<file path="config.mk">
export PLATFORM = sky130hd
export DESIGN_NAME = hvd_to_rad
export DESIGN_NICKNAME = d
export VERILOG_FILES = /design/src/design/hvd_pkg.sv /design/src/design/hvd_to_rad.sv
export SDC_FILE = /design/constraint.sdc
export NUM_CORES = 2
export LEC_CHECK = 0
export ABC_CLOCK_PERIOD_IN_PS = 19600
export BUFFER_PORTS_ARGS = -buffer_cell sky130_fd_sc_hd__buf_2
export CAP_MARGIN = 20
export CORE_MARGIN = 10
export CORE_UTILIZATION = 60
export DETAILED_ROUTE_END_ITERATION = 6
export PLACE_DENSITY = 0.77
export SYNTH_ARGS = -nofsm -noshare
export SYNTH_HDL_FRONTEND = slang
export SYNTH_SLANG_ARGS = --single-unit
export TNS_END_PERCENT = 50
</file>
<file path="constraint.sdc">
create_clock -name i_clk -period 19.6 [get_ports i_clk]
set_clock_uncertainty 0.1 [all_clocks]
set_input_delay 1.96 -clock i_clk [delete_from_list [all_inputs] [get_ports i_clk]]
set_output_delay 1.96 -clock i_clk [all_outputs]
set_load 0.005 [all_outputs]
</file>
<file path="src/design/hvd_pkg.sv">
`timescale 1ns / 1ps
// ============================================================================
// hvd_pkg
// Shared constants, types and arithmetic helpers for the haversine distance
// pipeline.
// ============================================================================
package hvd_pkg;

    localparam int CORDIC_ITERATIONS = 32;
    localparam int TORAD_LAT         = 4;
    localparam int ROOT_W            = 31;
    localparam int ISQRT_STEPS       = ROOT_W;
    localparam int RAD_W             = 2 * ROOT_W - 1;
    localparam int ANG_W             = 34;

    localparam logic [63:0] PI_Q60      = 64'h3243F6A8885A308D;
    localparam logic [34:0] PI_Q33      = 35'(PI_Q60 >> 27);
    localparam logic [31:0] PI_Q30      = 32'((PI_Q60 + (64'd1 << 29)) >> 30);
    localparam logic [31:0] HALF_PI_Q30 = 32'((PI_Q60 + (64'd1 << 30)) >> 31);
    localparam logic [30:0] ONE_Q30     = 31'd1 << 30;
    localparam logic [31:0] GAIN_INV_Q30 = 32'd652032874;

    localparam logic [31:0] HALF_TURN    = 32'd180000000;
    localparam logic [31:0] FULL_TURN    = 32'd360000000;
    localparam logic [31:0] QUARTER_TURN = 32'd90000000;

    // radians = h * PI_Q33 / (2^12 * CONV_ODD), rounded
    localparam logic [31:0] CONV_HALF = 32'd1440000000;
    localparam int          CONV_SHIFT = 12;
    localparam logic [19:0] CONV_ODD  = 20'd703125;
    localparam logic [32:0] CONV_RECIP = 33'((64'd1 << 52) / 64'd703125);

    localparam logic [32:0] RADIUS_DEFAULT = 33'd6371008800;
    localparam logic        REG_RADIUS     = 1'b0;

    typedef struct packed {
        logic adv;
        logic vld;
    } t_pipe_ctl;

    function automatic logic [31:0] atan_q30(input int idx);
        logic [31:0] v;
        unique case (idx)
            0:  v = 32'h3243F6A8;
            1:  v = 32'h1DAC6705;
            2:  v = 32'h0FADBAFC;
            3:  v = 32'h07F56EA6;
            4:  v = 32'h03FEAB76;
            5:  v = 32'h01FFD55B;
            6:  v = 32'h00FFFAAA;
            7:  v = 32'h007FFF55;
            8:  v = 32'h003FFFEA;
            9:  v = 32'h001FFFFD;
            10: v = 32'h000FFFFF;
            11: v = 32'h0007FFFF;
            12: v = 32'h0003FFFF;
            13: v = 32'h0001FFFF;
            14: v = 32'h0000FFFF;
            15: v = 32'h00007FFF;
            16: v = 32'h00003FFF;
            17: v = 32'h00001FFF;
            18: v = 32'h00000FFF;
            19: v = 32'h000007FF;
            20: v = 32'h000003FF;
            21: v = 32'h000001FF;
            22: v = 32'h000000FF;
            23: v = 32'h0000007F;
            24: v = 32'h0000003F;
            25: v = 32'h0000001F;
            26: v = 32'h0000000F;
            27: v = 32'h00000008;
            28: v = 32'h00000004;
            29: v = 32'h00000002;
            30: v = 32'h00000001;
            default: v = 32'h00000000;
        endcase
        return v;
    endfunction

    // Q2.30 product, round to nearest, ties away from zero
    function automatic logic signed [31:0] mulq(input logic signed [31:0] a,
                                                input logic signed [31:0] b);
        logic signed [63:0] p;
        logic [63:0] mag;
        logic [63:0] rnd;
        p   = 64'(a) * 64'(b);
        mag = p[63] ? 64'(-p) : 64'(p);
        rnd = (mag + (64'd1 << 29)) >> 30;
        return p[63] ? -$signed(rnd[31:0]) : $signed(rnd[31:0]);
    endfunction

endpackage

</file>
<file path="src/design/hvd_to_rad.sv">
`timescale 1ns / 1ps
// ============================================================================
// hvd_to_rad
// Converts half-microdegrees to Q2.30 radians, rounded to nearest, with an
// exact constant division by reciprocal multiply and remainder correction.
// ============================================================================
module hvd_to_rad
    import hvd_pkg::*;
(
    input  logic                    i_clk,
    input  logic                    i_rst_n,
    input  t_pipe_ctl               i_ctl,
    input  logic signed [28:0]      i_h,
    output logic                    o_vld,
    output logic signed [ANG_W-1:0] o_z
);

    logic [TORAD_LAT-1:0] r_vld;
    logic [62:0]          r_a_num;
    logic [2:0]           r_neg;
    logic [50:0]          r_b_num;
    logic [31:0]          r_b_q0;
    logic [31:0]          r_c_q0;
    logic [21:0]          r_c_rem;
    logic signed [ANG_W-1:0] r_z;

    logic [27:0] w_mag;
    logic [63:0] w_prod;
    logic [51:0] w_rem;
    logic [1:0]  w_inc;
    logic [31:0] w_q;

    always_comb begin
        w_mag  = i_h[28] ? 28'(-i_h) : i_h[27:0];
        w_prod = 64'(r_a_num[62:CONV_SHIFT+20]) * 64'(CONV_RECIP);
        w_rem  = 52'(r_b_num) - 52'(r_b_q0) * 52'(CONV_ODD);
        w_inc  = 2'(r_c_rem >= 22'(CONV_ODD)) + 2'(r_c_rem >= 22'(2 * CONV_ODD))
                 + 2'(r_c_rem >= 22'(3 * CONV_ODD));
        w_q    = r_c_q0 + 32'(w_inc);
    end

    always_ff @(posedge i_clk) begin
        if (!i_rst_n) begin
            r_vld <= '0;
        end else if (i_ctl.adv) begin
            r_vld <= {r_vld[TORAD_LAT-2:0], i_ctl.vld};
        end
    end

    always_ff @(posedge i_clk) begin
        if (i_ctl.adv) begin
            r_a_num <= 63'(w_mag) * 63'(PI_Q33) + 63'(CONV_HALF);
            r_neg   <= {r_neg[1:0], i_h[28]};
            r_b_num <= r_a_num[62:CONV_SHIFT];
            r_b_q0  <= w_prod[63:32];
            r_c_q0  <= r_b_q0;
            r_c_rem <= w_rem[21:0];
            r_z     <= r_neg[2] ? -$signed(ANG_W'(w_q)) : $signed(ANG_W'(w_q));
        end
    end

    assign o_vld = r_vld[TORAD_LAT-1];
    assign o_z   = r_z;

endmodule

</file>
==> impl_metrics.toml <==
[synthesis]
ys_seq_elements = 200
synth_top_area_share_pct = 38.3
ys_types = 77
ys_seq_area_share_pct = 13.2
syn-num-nets = 5902
async_flop_share_pct = 0
synth_top_area_cell = "fa_1"
synth_area_per_cell_sq_um = 10.8
synth_cells = 4188
synth_edf_count = 196
synth_area_sq_mm = 0.0451
synth_area_leaders = "fa_1, ha_1, edfxtp_1"
synth_flop_cell = "edfxtp_1"
synth_warnings = 0

[status]
status = "finished with violations"
violations = "design-rule violations"

[sta]
fin_crit_ns = 11.93
slew_headroom_pct = 24.7
rsz0062_at_grt = "no"
hold_viol = 0
finalCritPeriodShare_pct = 60.9
worst_slew_pin_slew_ns = 1.13
finalSetupViolCount = 0
finalSetupTns_ns = 0
slew_viol_final = 0
max_freq_mhz = 83.8

[critical_path]
path_max_fanout = 11
end_kind = "flip-flop"
startpoint_type = "input pin"
required_ns = 19.72
crit_type = "in2reg"
critPathMostFrequentCell = "fa_1"
slowest_stage = "inv_1"
critPathBufInv = 7
arrival_ns = 12.05
cpPeakStageDelay_ns = 0.55
crit_family = "adder cells"

[drt]
remaining_drc_errors = 1
ant_nets = 0
wl_per_cell_microns = 20.3
dr.first_iter.drc_count = 1765
viasPerCell = 5.49
drtPass1Iterations = 7
drt-total-wl_microns = 107000
vias = 28885

[global_route]
grt_pass1_vias = 31828
antenna_found_initial = 0
grtUsageTotal_pct = 25.8
grt_pass1_wl_microns = 172000
grt_max_degree = 80
grt_overflow = 0

[clocking]
cts_hold_buf = 0
cts_tree = "done"
numClockSinks = 200
cts_max_path_buffers = 2
cts.repair.resized = 0
cts_inserted_buffers = 17
postCtsSetupBuffers = 0
clock_latency_ns = 0.47
clk_pin_slew_ns = 0.08
cts_max_level = 4
cts_root_buf = "clkbuf_16"

[die]
coreArea_sq_mm = 0.0744
die_y_microns = 294
dieArea_sq_mm = 0.0865
die_x_microns = 294
io_pins = 68
std_cell_rows = 100
initial_core_util_pct = 60.6

[place]
place_hpwl_microns = 95700
placed_cells = 5226
gp_congestion = 0.985
place.port_buffers = 67
place_area_sq_mm = 0.0468

[layout]
final_cell_area_sq_mm = 0.0474
final_cells = 5258
nets = 5990
antenna_cells = 0
syn2layout_area_growth_pct = 4.99
utilization_pct = 63.6
drive_gt1_share_pct = 3.57

[job]
maxCapViolCount = 0

[min_path]
hp-class = "reg2reg"
-- cells in the mapped netlist (5+ instances only) --
library cell and count:
a211oi_1 14, edfxtp_1 196, a311o_1 5, nand3b_1 5, and4_1 7, o21ai_0 80
nor4_1 5, or4_1 5, and2_1 9, fa_1 864, a221oi_1 5, and3_1 16
nand2b_1 14, o31ai_1 11, o211ai_1 8, a31oi_1 9, o21bai_1 11, nor2b_1 22
o41ai_1 5, nand3_1 36, or3_1 17, nor3b_1 5, nand4_1 24, a41o_1 6
or2_2 17, xor2_1 78, a21o_1 61, nor2_1 100, a21oi_1 107, mux2i_1 6
nor3_1 26, clkbuf_1 12, nand2_1 90, xnor2_1 156, o21a_1 16, inv_1 1245
ha_1 817
-- metal layers --
metal,track usage [%],vias up,share of wire [%]
li1,-,13300,-
met1,32.2,14468,40
met2,43.7,873,48
met3,3.39,244,5.7
met4,13.3,0,5.9
met5,0,-,0
-- state kept, by name (all words and copies together), names as in the netlist --
name,cells
o_z,34
r_a_num,51
r_b_num,22
r_b_q0,32
r_c_q0,32
r_c_rem,22
r_neg,3
r_vld,4
-- cell type report --
cell class / count / area [sq um]
Clock inverter: 15 / 178
Fill cell: 5896 / 27100
Tap cell: 969 / 1210
Clock buffer: 17 / 425
Inverter: 1247 / 4680
Timing Repair Buffer: 83 / 464
Multi-Input combinational cell: 2727 / 34400
Sequential cell: 200 / 5970
-- through the flow --
stage | setup WS [ns] | hold slack [ns]
floorplan | 8.61 | 0.300
global placement | 7.45 | 0.301
detailed placement | 7.20 | 0.305
CTS | 7.70 | 0.322
global route | 7.01 | 0.328
finish | 7.67 | 0.322
-- cell families (layout without fill, tap and decap cells) --
kind of cell | count (synthesis) | after routing | synth area share (%)
buffers and inverters | 1261 | 1362 | 10.5
AO/OA/AOI/OAI | 385 | 385 | 5.56
AND/OR/NAND/NOR | 416 | 416 | 4.78
multiplexers | 7 | 7 | 0.158
adder cells (fa/ha/maj) | 1681 | 1681 | 61.0
flip-flops | 200 | 200 | 13.2
XOR/XNOR | 238 | 238 | 4.76
-- worst paths after layout --
path                                   from     endpoint  slack [ns]  depth (start not counted)
worst max register to register  r_a_num[36]   r_b_q0[31]       10.55                         25
worst max-delay path                 i_h[0]  r_a_num[62]        7.67                         33
worst min register to register  r_a_num[19]   r_b_num[7]        0.32                          0
worst min-delay path            r_a_num[19]   r_b_num[7]        0.32                          0
-- cell usage in the layout (no fill, tap or decap), drive strengths merged, types with 7 or more instances in the layout --
master,Yosys,final
a21o,61,61
nand4,24,24
xor2,79,79
o31ai,11,11
fa,864,864
nand2b,15,15
nand2,90,90
o21a,16,16
nor2b,22,22
inv,1246,1252
or3,20,20
o21bai,11,11
nand3,36,36
and3,16,16
xnor2,159,159
nor3,26,26
and4,7,7
o211ai,8,8
o21ai,82,82
a21oi,107,107
and2,9,9
clkinv,1,8
buf,2,82
or2,17,17
a211oi,14,14
clkbuf,12,18
ha,817,817
a31oi,9,9
edfxtp,196,196
nor2,100,100
Power is not shown: default switching activity piles up to over one toggle a cycle in this logic, so the estimate is an artifact.
