[src/design/hvd_pkg.sv]
`timescale 1ns / 1ps
// ============================================================================
// hvd_pkg
// Shared constants, types and arithmetic helpers for the haversine distance
// pipeline.
// ============================================================================
package hvd_pkg;

    localparam int CORDIC_ITERATIONS = 32;
    localparam int TORAD_LAT         = 4;
    localparam int ROOT_W            = 31;
    localparam int ISQRT_STEPS       = ROOT_W;
    localparam int RAD_W             = 2 * ROOT_W - 1;
    localparam int ANG_W             = 34;

    localparam logic [63:0] PI_Q60      = 64'h3243F6A8885A308D;
    localparam logic [34:0] PI_Q33      = 35'(PI_Q60 >> 27);
    localparam logic [31:0] PI_Q30      = 32'((PI_Q60 + (64'd1 << 29)) >> 30);
    localparam logic [31:0] HALF_PI_Q30 = 32'((PI_Q60 + (64'd1 << 30)) >> 31);
    localparam logic [30:0] ONE_Q30     = 31'd1 << 30;
    localparam logic [31:0] GAIN_INV_Q30 = 32'd652032874;

    localparam logic [31:0] HALF_TURN    = 32'd180000000;
    localparam logic [31:0] FULL_TURN    = 32'd360000000;
    localparam logic [31:0] QUARTER_TURN = 32'd90000000;

    // radians = h * PI_Q33 / (2^12 * CONV_ODD), rounded
    localparam logic [31:0] CONV_HALF = 32'd1440000000;
    localparam int          CONV_SHIFT = 12;
    localparam logic [19:0] CONV_ODD  = 20'd703125;
    localparam logic [32:0] CONV_RECIP = 33'((64'd1 << 52) / 64'd703125);

    localparam logic [32:0] RADIUS_DEFAULT = 33'd6371008800;
    localparam logic        REG_RADIUS     = 1'b0;

    typedef struct packed {
        logic adv;
        logic vld;
    } t_pipe_ctl;

    function automatic logic [31:0] atan_q30(input int idx);
        logic [31:0] v;
        unique case (idx)
            0:  v = 32'h3243F6A8;
            1:  v = 32'h1DAC6705;
            2:  v = 32'h0FADBAFC;
            3:  v = 32'h07F56EA6;
            4:  v = 32'h03FEAB76;
            5:  v = 32'h01FFD55B;
            6:  v = 32'h00FFFAAA;
            7:  v = 32'h007FFF55;
            8:  v = 32'h003FFFEA;
            9:  v = 32'h001FFFFD;
            10: v = 32'h000FFFFF;
            11: v = 32'h0007FFFF;
            12: v = 32'h0003FFFF;
            13: v = 32'h0001FFFF;
            14: v = 32'h0000FFFF;
            15: v = 32'h00007FFF;
            16: v = 32'h00003FFF;
            17: v = 32'h00001FFF;
            18: v = 32'h00000FFF;
            19: v = 32'h000007FF;
            20: v = 32'h000003FF;
            21: v = 32'h000001FF;
            22: v = 32'h000000FF;
            23: v = 32'h0000007F;
            24: v = 32'h0000003F;
            25: v = 32'h0000001F;
            26: v = 32'h0000000F;
            27: v = 32'h00000008;
            28: v = 32'h00000004;
            29: v = 32'h00000002;
            30: v = 32'h00000001;
            default: v = 32'h00000000;
        endcase
        return v;
    endfunction

    // Q2.30 product, round to nearest, ties away from zero
    function automatic logic signed [31:0] mulq(input logic signed [31:0] a,
                                                input logic signed [31:0] b);
        logic signed [63:0] p;
        logic [63:0] mag;
        logic [63:0] rnd;
        p   = 64'(a) * 64'(b);
        mag = p[63] ? 64'(-p) : 64'(p);
        rnd = (mag + (64'd1 << 29)) >> 30;
        return p[63] ? -$signed(rnd[31:0]) : $signed(rnd[31:0]);
    endfunction

endpackage

[src/design/hvd_isqrt.sv]
`timescale 1ns / 1ps
// ============================================================================
// hvd_isqrt
// Integer square root, truncated, one result bit per register stage.
// ============================================================================
module hvd_isqrt
    import hvd_pkg::*;
(
    input  logic              i_clk,
    input  logic              i_rst_n,
    input  t_pipe_ctl         i_ctl,
    input  logic [RAD_W-1:0]  i_rad,
    output logic              o_vld,
    output logic [ROOT_W-1:0] o_root
);

    localparam int N  = ISQRT_STEPS;
    localparam int VW = RAD_W + 1;

    logic [VW-1:0] s_v [0:N];
    logic [VW-1:0] s_r [0:N];
    logic [N:0]    s_vld;

    assign s_v[0]   = VW'(i_rad);
    assign s_r[0]   = '0;
    assign s_vld[0] = i_ctl.vld;

    for (genvar g = 0; g < N; g++) begin : g_step
        localparam logic [VW-1:0] BIT = VW'(1) << (2 * (N - 1 - g));
        logic [VW-1:0] n_v, n_r, w_trial;
        logic [VW-1:0] r_v, r_r;
        logic          r_vld;

        always_comb begin
            w_trial = s_r[g] + BIT;
            if (s_v[g] >= w_trial) begin
                n_v = s_v[g] - w_trial;
                n_r = (s_r[g] >> 1) + BIT;
            end else begin
                n_v = s_v[g];
                n_r = s_r[g] >> 1;
            end
        end

        always_ff @(posedge i_clk) begin
            if (!i_rst_n) begin
                r_vld <= 1'b0;
            end else if (i_ctl.adv) begin
                r_vld <= s_vld[g];
            end
        end

        always_ff @(posedge i_clk) begin
            if (i_ctl.adv) begin
                r_v <= n_v;
                r_r <= n_r;
            end
        end

        assign s_v[g+1]   = r_v;
        assign s_r[g+1]   = r_r;
        assign s_vld[g+1] = r_vld;
    end

    assign o_vld  = s_vld[N] & (s_v[N] == s_v[N]);
    assign o_root = s_r[N][ROOT_W-1:0];

endmodule

[config.mk]
export PLATFORM = sky130hd
export DESIGN_NAME = hvd_isqrt
export DESIGN_NICKNAME = d
export VERILOG_FILES = /design/src/design/hvd_pkg.sv /design/src/design/hvd_isqrt.sv
export SDC_FILE = /design/constraint.sdc
export NUM_CORES = 2
export LEC_CHECK = 0
export BUFFER_PORTS_ARGS = -buffer_cell sky130_fd_sc_hd__buf_2
export CORE_MARGIN = 8
export CORE_UTILIZATION = 35
export CTS_BUF_LIST = sky130_fd_sc_hd__clkbuf_4 sky130_fd_sc_hd__clkbuf_8 sky130_fd_sc_hd__clkbuf_16
export CTS_CLUSTER_DIAMETER = 30
export DETAILED_ROUTE_END_ITERATION = 8
export PLACE_DENSITY = 0.59
export SLEW_MARGIN = 40
export SYNTH_ARGS = -nofsm -noshare
export SYNTH_HDL_FRONTEND = slang
export SYNTH_SLANG_ARGS = --single-unit
[constraint.sdc]
create_clock -name i_clk -period 6.8 [get_ports i_clk]
set_clock_uncertainty 0.1 [all_clocks]
set_input_delay 1.36 -clock i_clk [delete_from_list [all_inputs] [get_ports i_clk]]
set_output_delay 1.36 -clock i_clk [all_outputs]
set_load 0.02 [all_outputs]
==> results.cfg <==
[status]
outcome = finished, final reports clean

[place]
dpl.hpwl_um = 225000
portBuffers = 96
gp_congestion = 0.984
place_area_um2 = 121000

[drt]
num_vias = 74500
postRouteAntennaNets = 0
route.detailed.drc = 0
first_pass_iters = 5
via_per_inst = 5.16
wire_per_inst_um = 20.7
drt-initial-drc-count = 4966
routed_wl_um = 298000

[min_path]
holdPathEnd = g_step[16].r_v[25]
hold-path-cell-count = 0
min_path_type = reg -> reg
hp-start = g_step[15].r_v[25]

[cells_and_area]
drive_above_1_share_pct = 12.0
design_area_um2 = 138000
syn_to_final_growth_pct = 20.7
fillers = 29600
layout.nets = 10300

[global_route]
grt_start_max_net_pins = 181
grt.total_usage_pct = 16.6
gr-total-overflow = 0
antenna_found_initial = 6
grt_pass1_wl_um = 453000
grt_pass1_vias = 76600

[synth]
syn_inst = 9191
synth_seq_cells = 2387
ys_types = 94
async_flop_share_pct = 0
yosysWarnings = 0
synth_area_per_cell_um2 = 12.5
synth_area_um2 = 115000
synth_edf_count = 2356
synthFlopType = edfxtp_1
synth-seq-area-share_pct = 62.2

[cts]
cts-root-buf = clkbuf_16
cts_hold_buf = 0
clock_path_buffers = 4
clock-sinks = 2387
cts.clk_slew.worst_paths_ns = 0.05
postCtsSetupBuffers = 0
cts_resized = 0
cts_buffers = 519
htreeDepth = 6
cts_tree = built
clock_latency_ns = 0.98

[sta]
fmax_ghz = 0.218
max_slew_margin_pct = 40.2
fin_crit_sh_pct = 67.3
hold_violations = 0
min_period_ns = 4.58
tightestPinTransition_ns = 0.885
finalSetupViolations = 0
fin_tns_setup_ns = 0
grt_setup_unrepaired = false
maxSlewViolCount = 0

[setup_path]
startpoint = g_step[24].r_v[12]
cpMaxStageDelayCell = nor4bb_1
rr_endpoint = g_step[25].r_v[50]
required_ns = 7.34
r2r_cells = 10
rr_startpoint = g_step[24].r_v[12]
worstPathCellList = ha_1 > nor2b_1 > o31ai_1 > a21oi_1 > nor4bb_1 > o41ai_1 > a221oi_1 > o21ai_1 > nor4_1 > xor2_1
r2r_setup_slack_ns = 2.22
crit_path_max_fanout = 8
cp-end-kind = flop
arrival_ns = 5.12
cpPeakStageDelay_ns = 0.71
path_class = reg -> reg
critPathLaunchType = flop

[floorplan]
dieArea_um2 = 346000
die_h_um = 588
die_width_um = 588
pin_count = 97
core_area_um2 = 327000
initial_utilization_pct = 35.1
rows = 210

[run]
maxCapViolCount = 0

[power]
internal-power_mw = 38.9
netSwitchingFraction_pct = 28.1
comb_power_share_pct = 17.2
power.switching_mw = 15.2
power_density_nw_per_um2 = 391
p_seq_share_pct = 37.4
vdd_ir_drop_max_uv = 304
clkPwrFrac_pct = 45.4
p_leak_nw = 52.2
==> worst max-delay path by stage <==
| stage | cells past startpoint | to | slack (ns) |
|---|---|---|---|
| 2_1_floorplan | 9 | g_step[23].r_v[50] | 3.25 |
| 3_3_place_gp | 11 | g_step[25].r_v[57] | 0.97 |
| 3_5_place_dp | 10 | g_step[28].r_v[8] | 2.16 |
| 4_1_cts | 10 | g_step[28].r_v[8] | 2.17 |
| 5_1_grt | 12 | g_step[25].r_v[57] | 1.96 |
| 6_report | 10 | g_step[25].r_v[50] | 2.22 |
==> layer usage <==
metal / GRT usage, % / wire [um]
met5: 0 / 11
met4: 8.85 / 17300
met3: 2.48 / 11900
met2: 32.3 / 161000
met1: 17.0 / 108000
==> power groups by stage <==
stage	clock network, mW	registers, mW	logic (mW)
after global routing	25.7	20.4	10.3
final	24.5	20.2	9.30
after global placement	0	20.5	9.09
after detailed placement	0	20.5	9.24
after CTS	25.0	20.3	9.30
after floorplan	0	19.7	6.55
==> critical path, delay by kind of cell (launching register included) <==
family / cells / cell delay [ns]
AO/OA/AOI/OAI: 5 / 2.03
AND/OR/NAND/NOR: 3 / 1.26
flip-flops: 1 / 0.40
adder cells (fa/ha/maj): 1 / 0.39
XOR/XNOR: 1 / 0.11
==> cells in the final DEF (no fill, tap or decap), drive strengths merged, types with 364 or more instances in the layout <==
cell       n
ha       523
nor2     606
xor2     364
clkbuf   600
o21ai    403
a21oi    586
xnor2    453
edfxtp  2356
nand2    565
inv      717
==> final cells by class <==
type | instances | area, um2 | share of cell area [%]
Sequential cell | 2387 | 71400 | 51.6
Antenna cell | 2 | 5.00 | 0.00362
Clock inverter | 330 | 3570 | 2.58
Timing Repair Buffer | 175 | 1380 | 1.00
Inverter | 668 | 2510 | 1.81
Tap cell | 4346 | 5440 | 3.93
Multi-Input combinational cell | 5926 | 40300 | 29.1
Clock buffer | 600 | 13900 | 10.0
==> stage by stage <==
step	power (mW)	setup slack, ns	hold slack (ns)	instances	utilization (%)
6_report	54.1	2.22	0.324	14400	42.4
5_1_grt	56.4	1.96	0.343	14400	42.4
4_1_cts	54.6	2.17	0.326	14400	42.3
3_5_place_dp	29.7	2.16	0.330	13500	37.0
3_3_place_gp	29.6	0.967	0.327	13500	36.9
2_1_floorplan	26.2	3.25	0.317	9192	-
==> state kept, by name (all words and copies together), names as in the netlist <==
name / cells
g_step.r_vld: 30
g_step.r_v: 1860
g_step.r_r: 496
o_vld: 1
==> Yosys cell counts, types with 15 or more instances <==
cell type | n | area [um2]
a211oi_1 | 43 | 323
o21bai_1 | 56 | 420
buf_2 | 17 | 85.1
nand4b_1 | 22 | 193
nand2_1 | 565 | 2120
o31ai_1 | 56 | 420
nor2_1 | 606 | 2270
a21oi_1 | 586 | 2930
nor3b_1 | 29 | 218
nor4b_1 | 48 | 420
a21o_1 | 226 | 1700
nand2b_1 | 90 | 563
edfxtp_1 | 2356 | 70700
mux2_2 | 69 | 777
nor4_1 | 307 | 1920
xor2_1 | 364 | 3190
a211o_1 | 19 | 166
and2_1 | 47 | 294
a31oi_1 | 46 | 288
o31a_1 | 20 | 175
o211ai_1 | 35 | 263
inv_1 | 666 | 2500
or4_1 | 66 | 495
a21boi_0 | 20 | 150
ha_1 | 523 | 6540
xnor2_1 | 453 | 3970
nor3_1 | 227 | 1140
o21a_1 | 105 | 788
dfxtp_1 | 31 | 621
nor2b_1 | 104 | 651
clkbuf_1 | 179 | 672
or3_1 | 96 | 601
and4_1 | 28 | 245
and3_1 | 40 | 250
nand3b_1 | 39 | 293
buf_1 | 15 | 56.3
or2_2 | 35 | 219
o41ai_1 | 15 | 131
nand3_1 | 164 | 821
nand4_1 | 146 | 913
mux2i_1 | 43 | 430
o21ai_0 | 397 | 1990
==> logic make-up (layout without fill, tap and decap cells) <==
| kind of cell | after synthesis | after routing | synth area share, % |
|---|---|---|---|
| buffers and inverters | 879 | 1773 | 2.90 |
| adder cells (fa/ha/maj) | 523 | 523 | 5.71 |
| multiplexers | 112 | 112 | 1.05 |
| AND/OR/NAND/NOR | 2709 | 2709 | 12.3 |
| AO/OA/AOI/OAI | 1763 | 1763 | 9.57 |
| flip-flops | 2387 | 2387 | 62.2 |
| XOR/XNOR | 817 | 817 | 6.24 |
| other | 1 | 4 | 0.00327 |
Power figures use the tool's default switching activity.
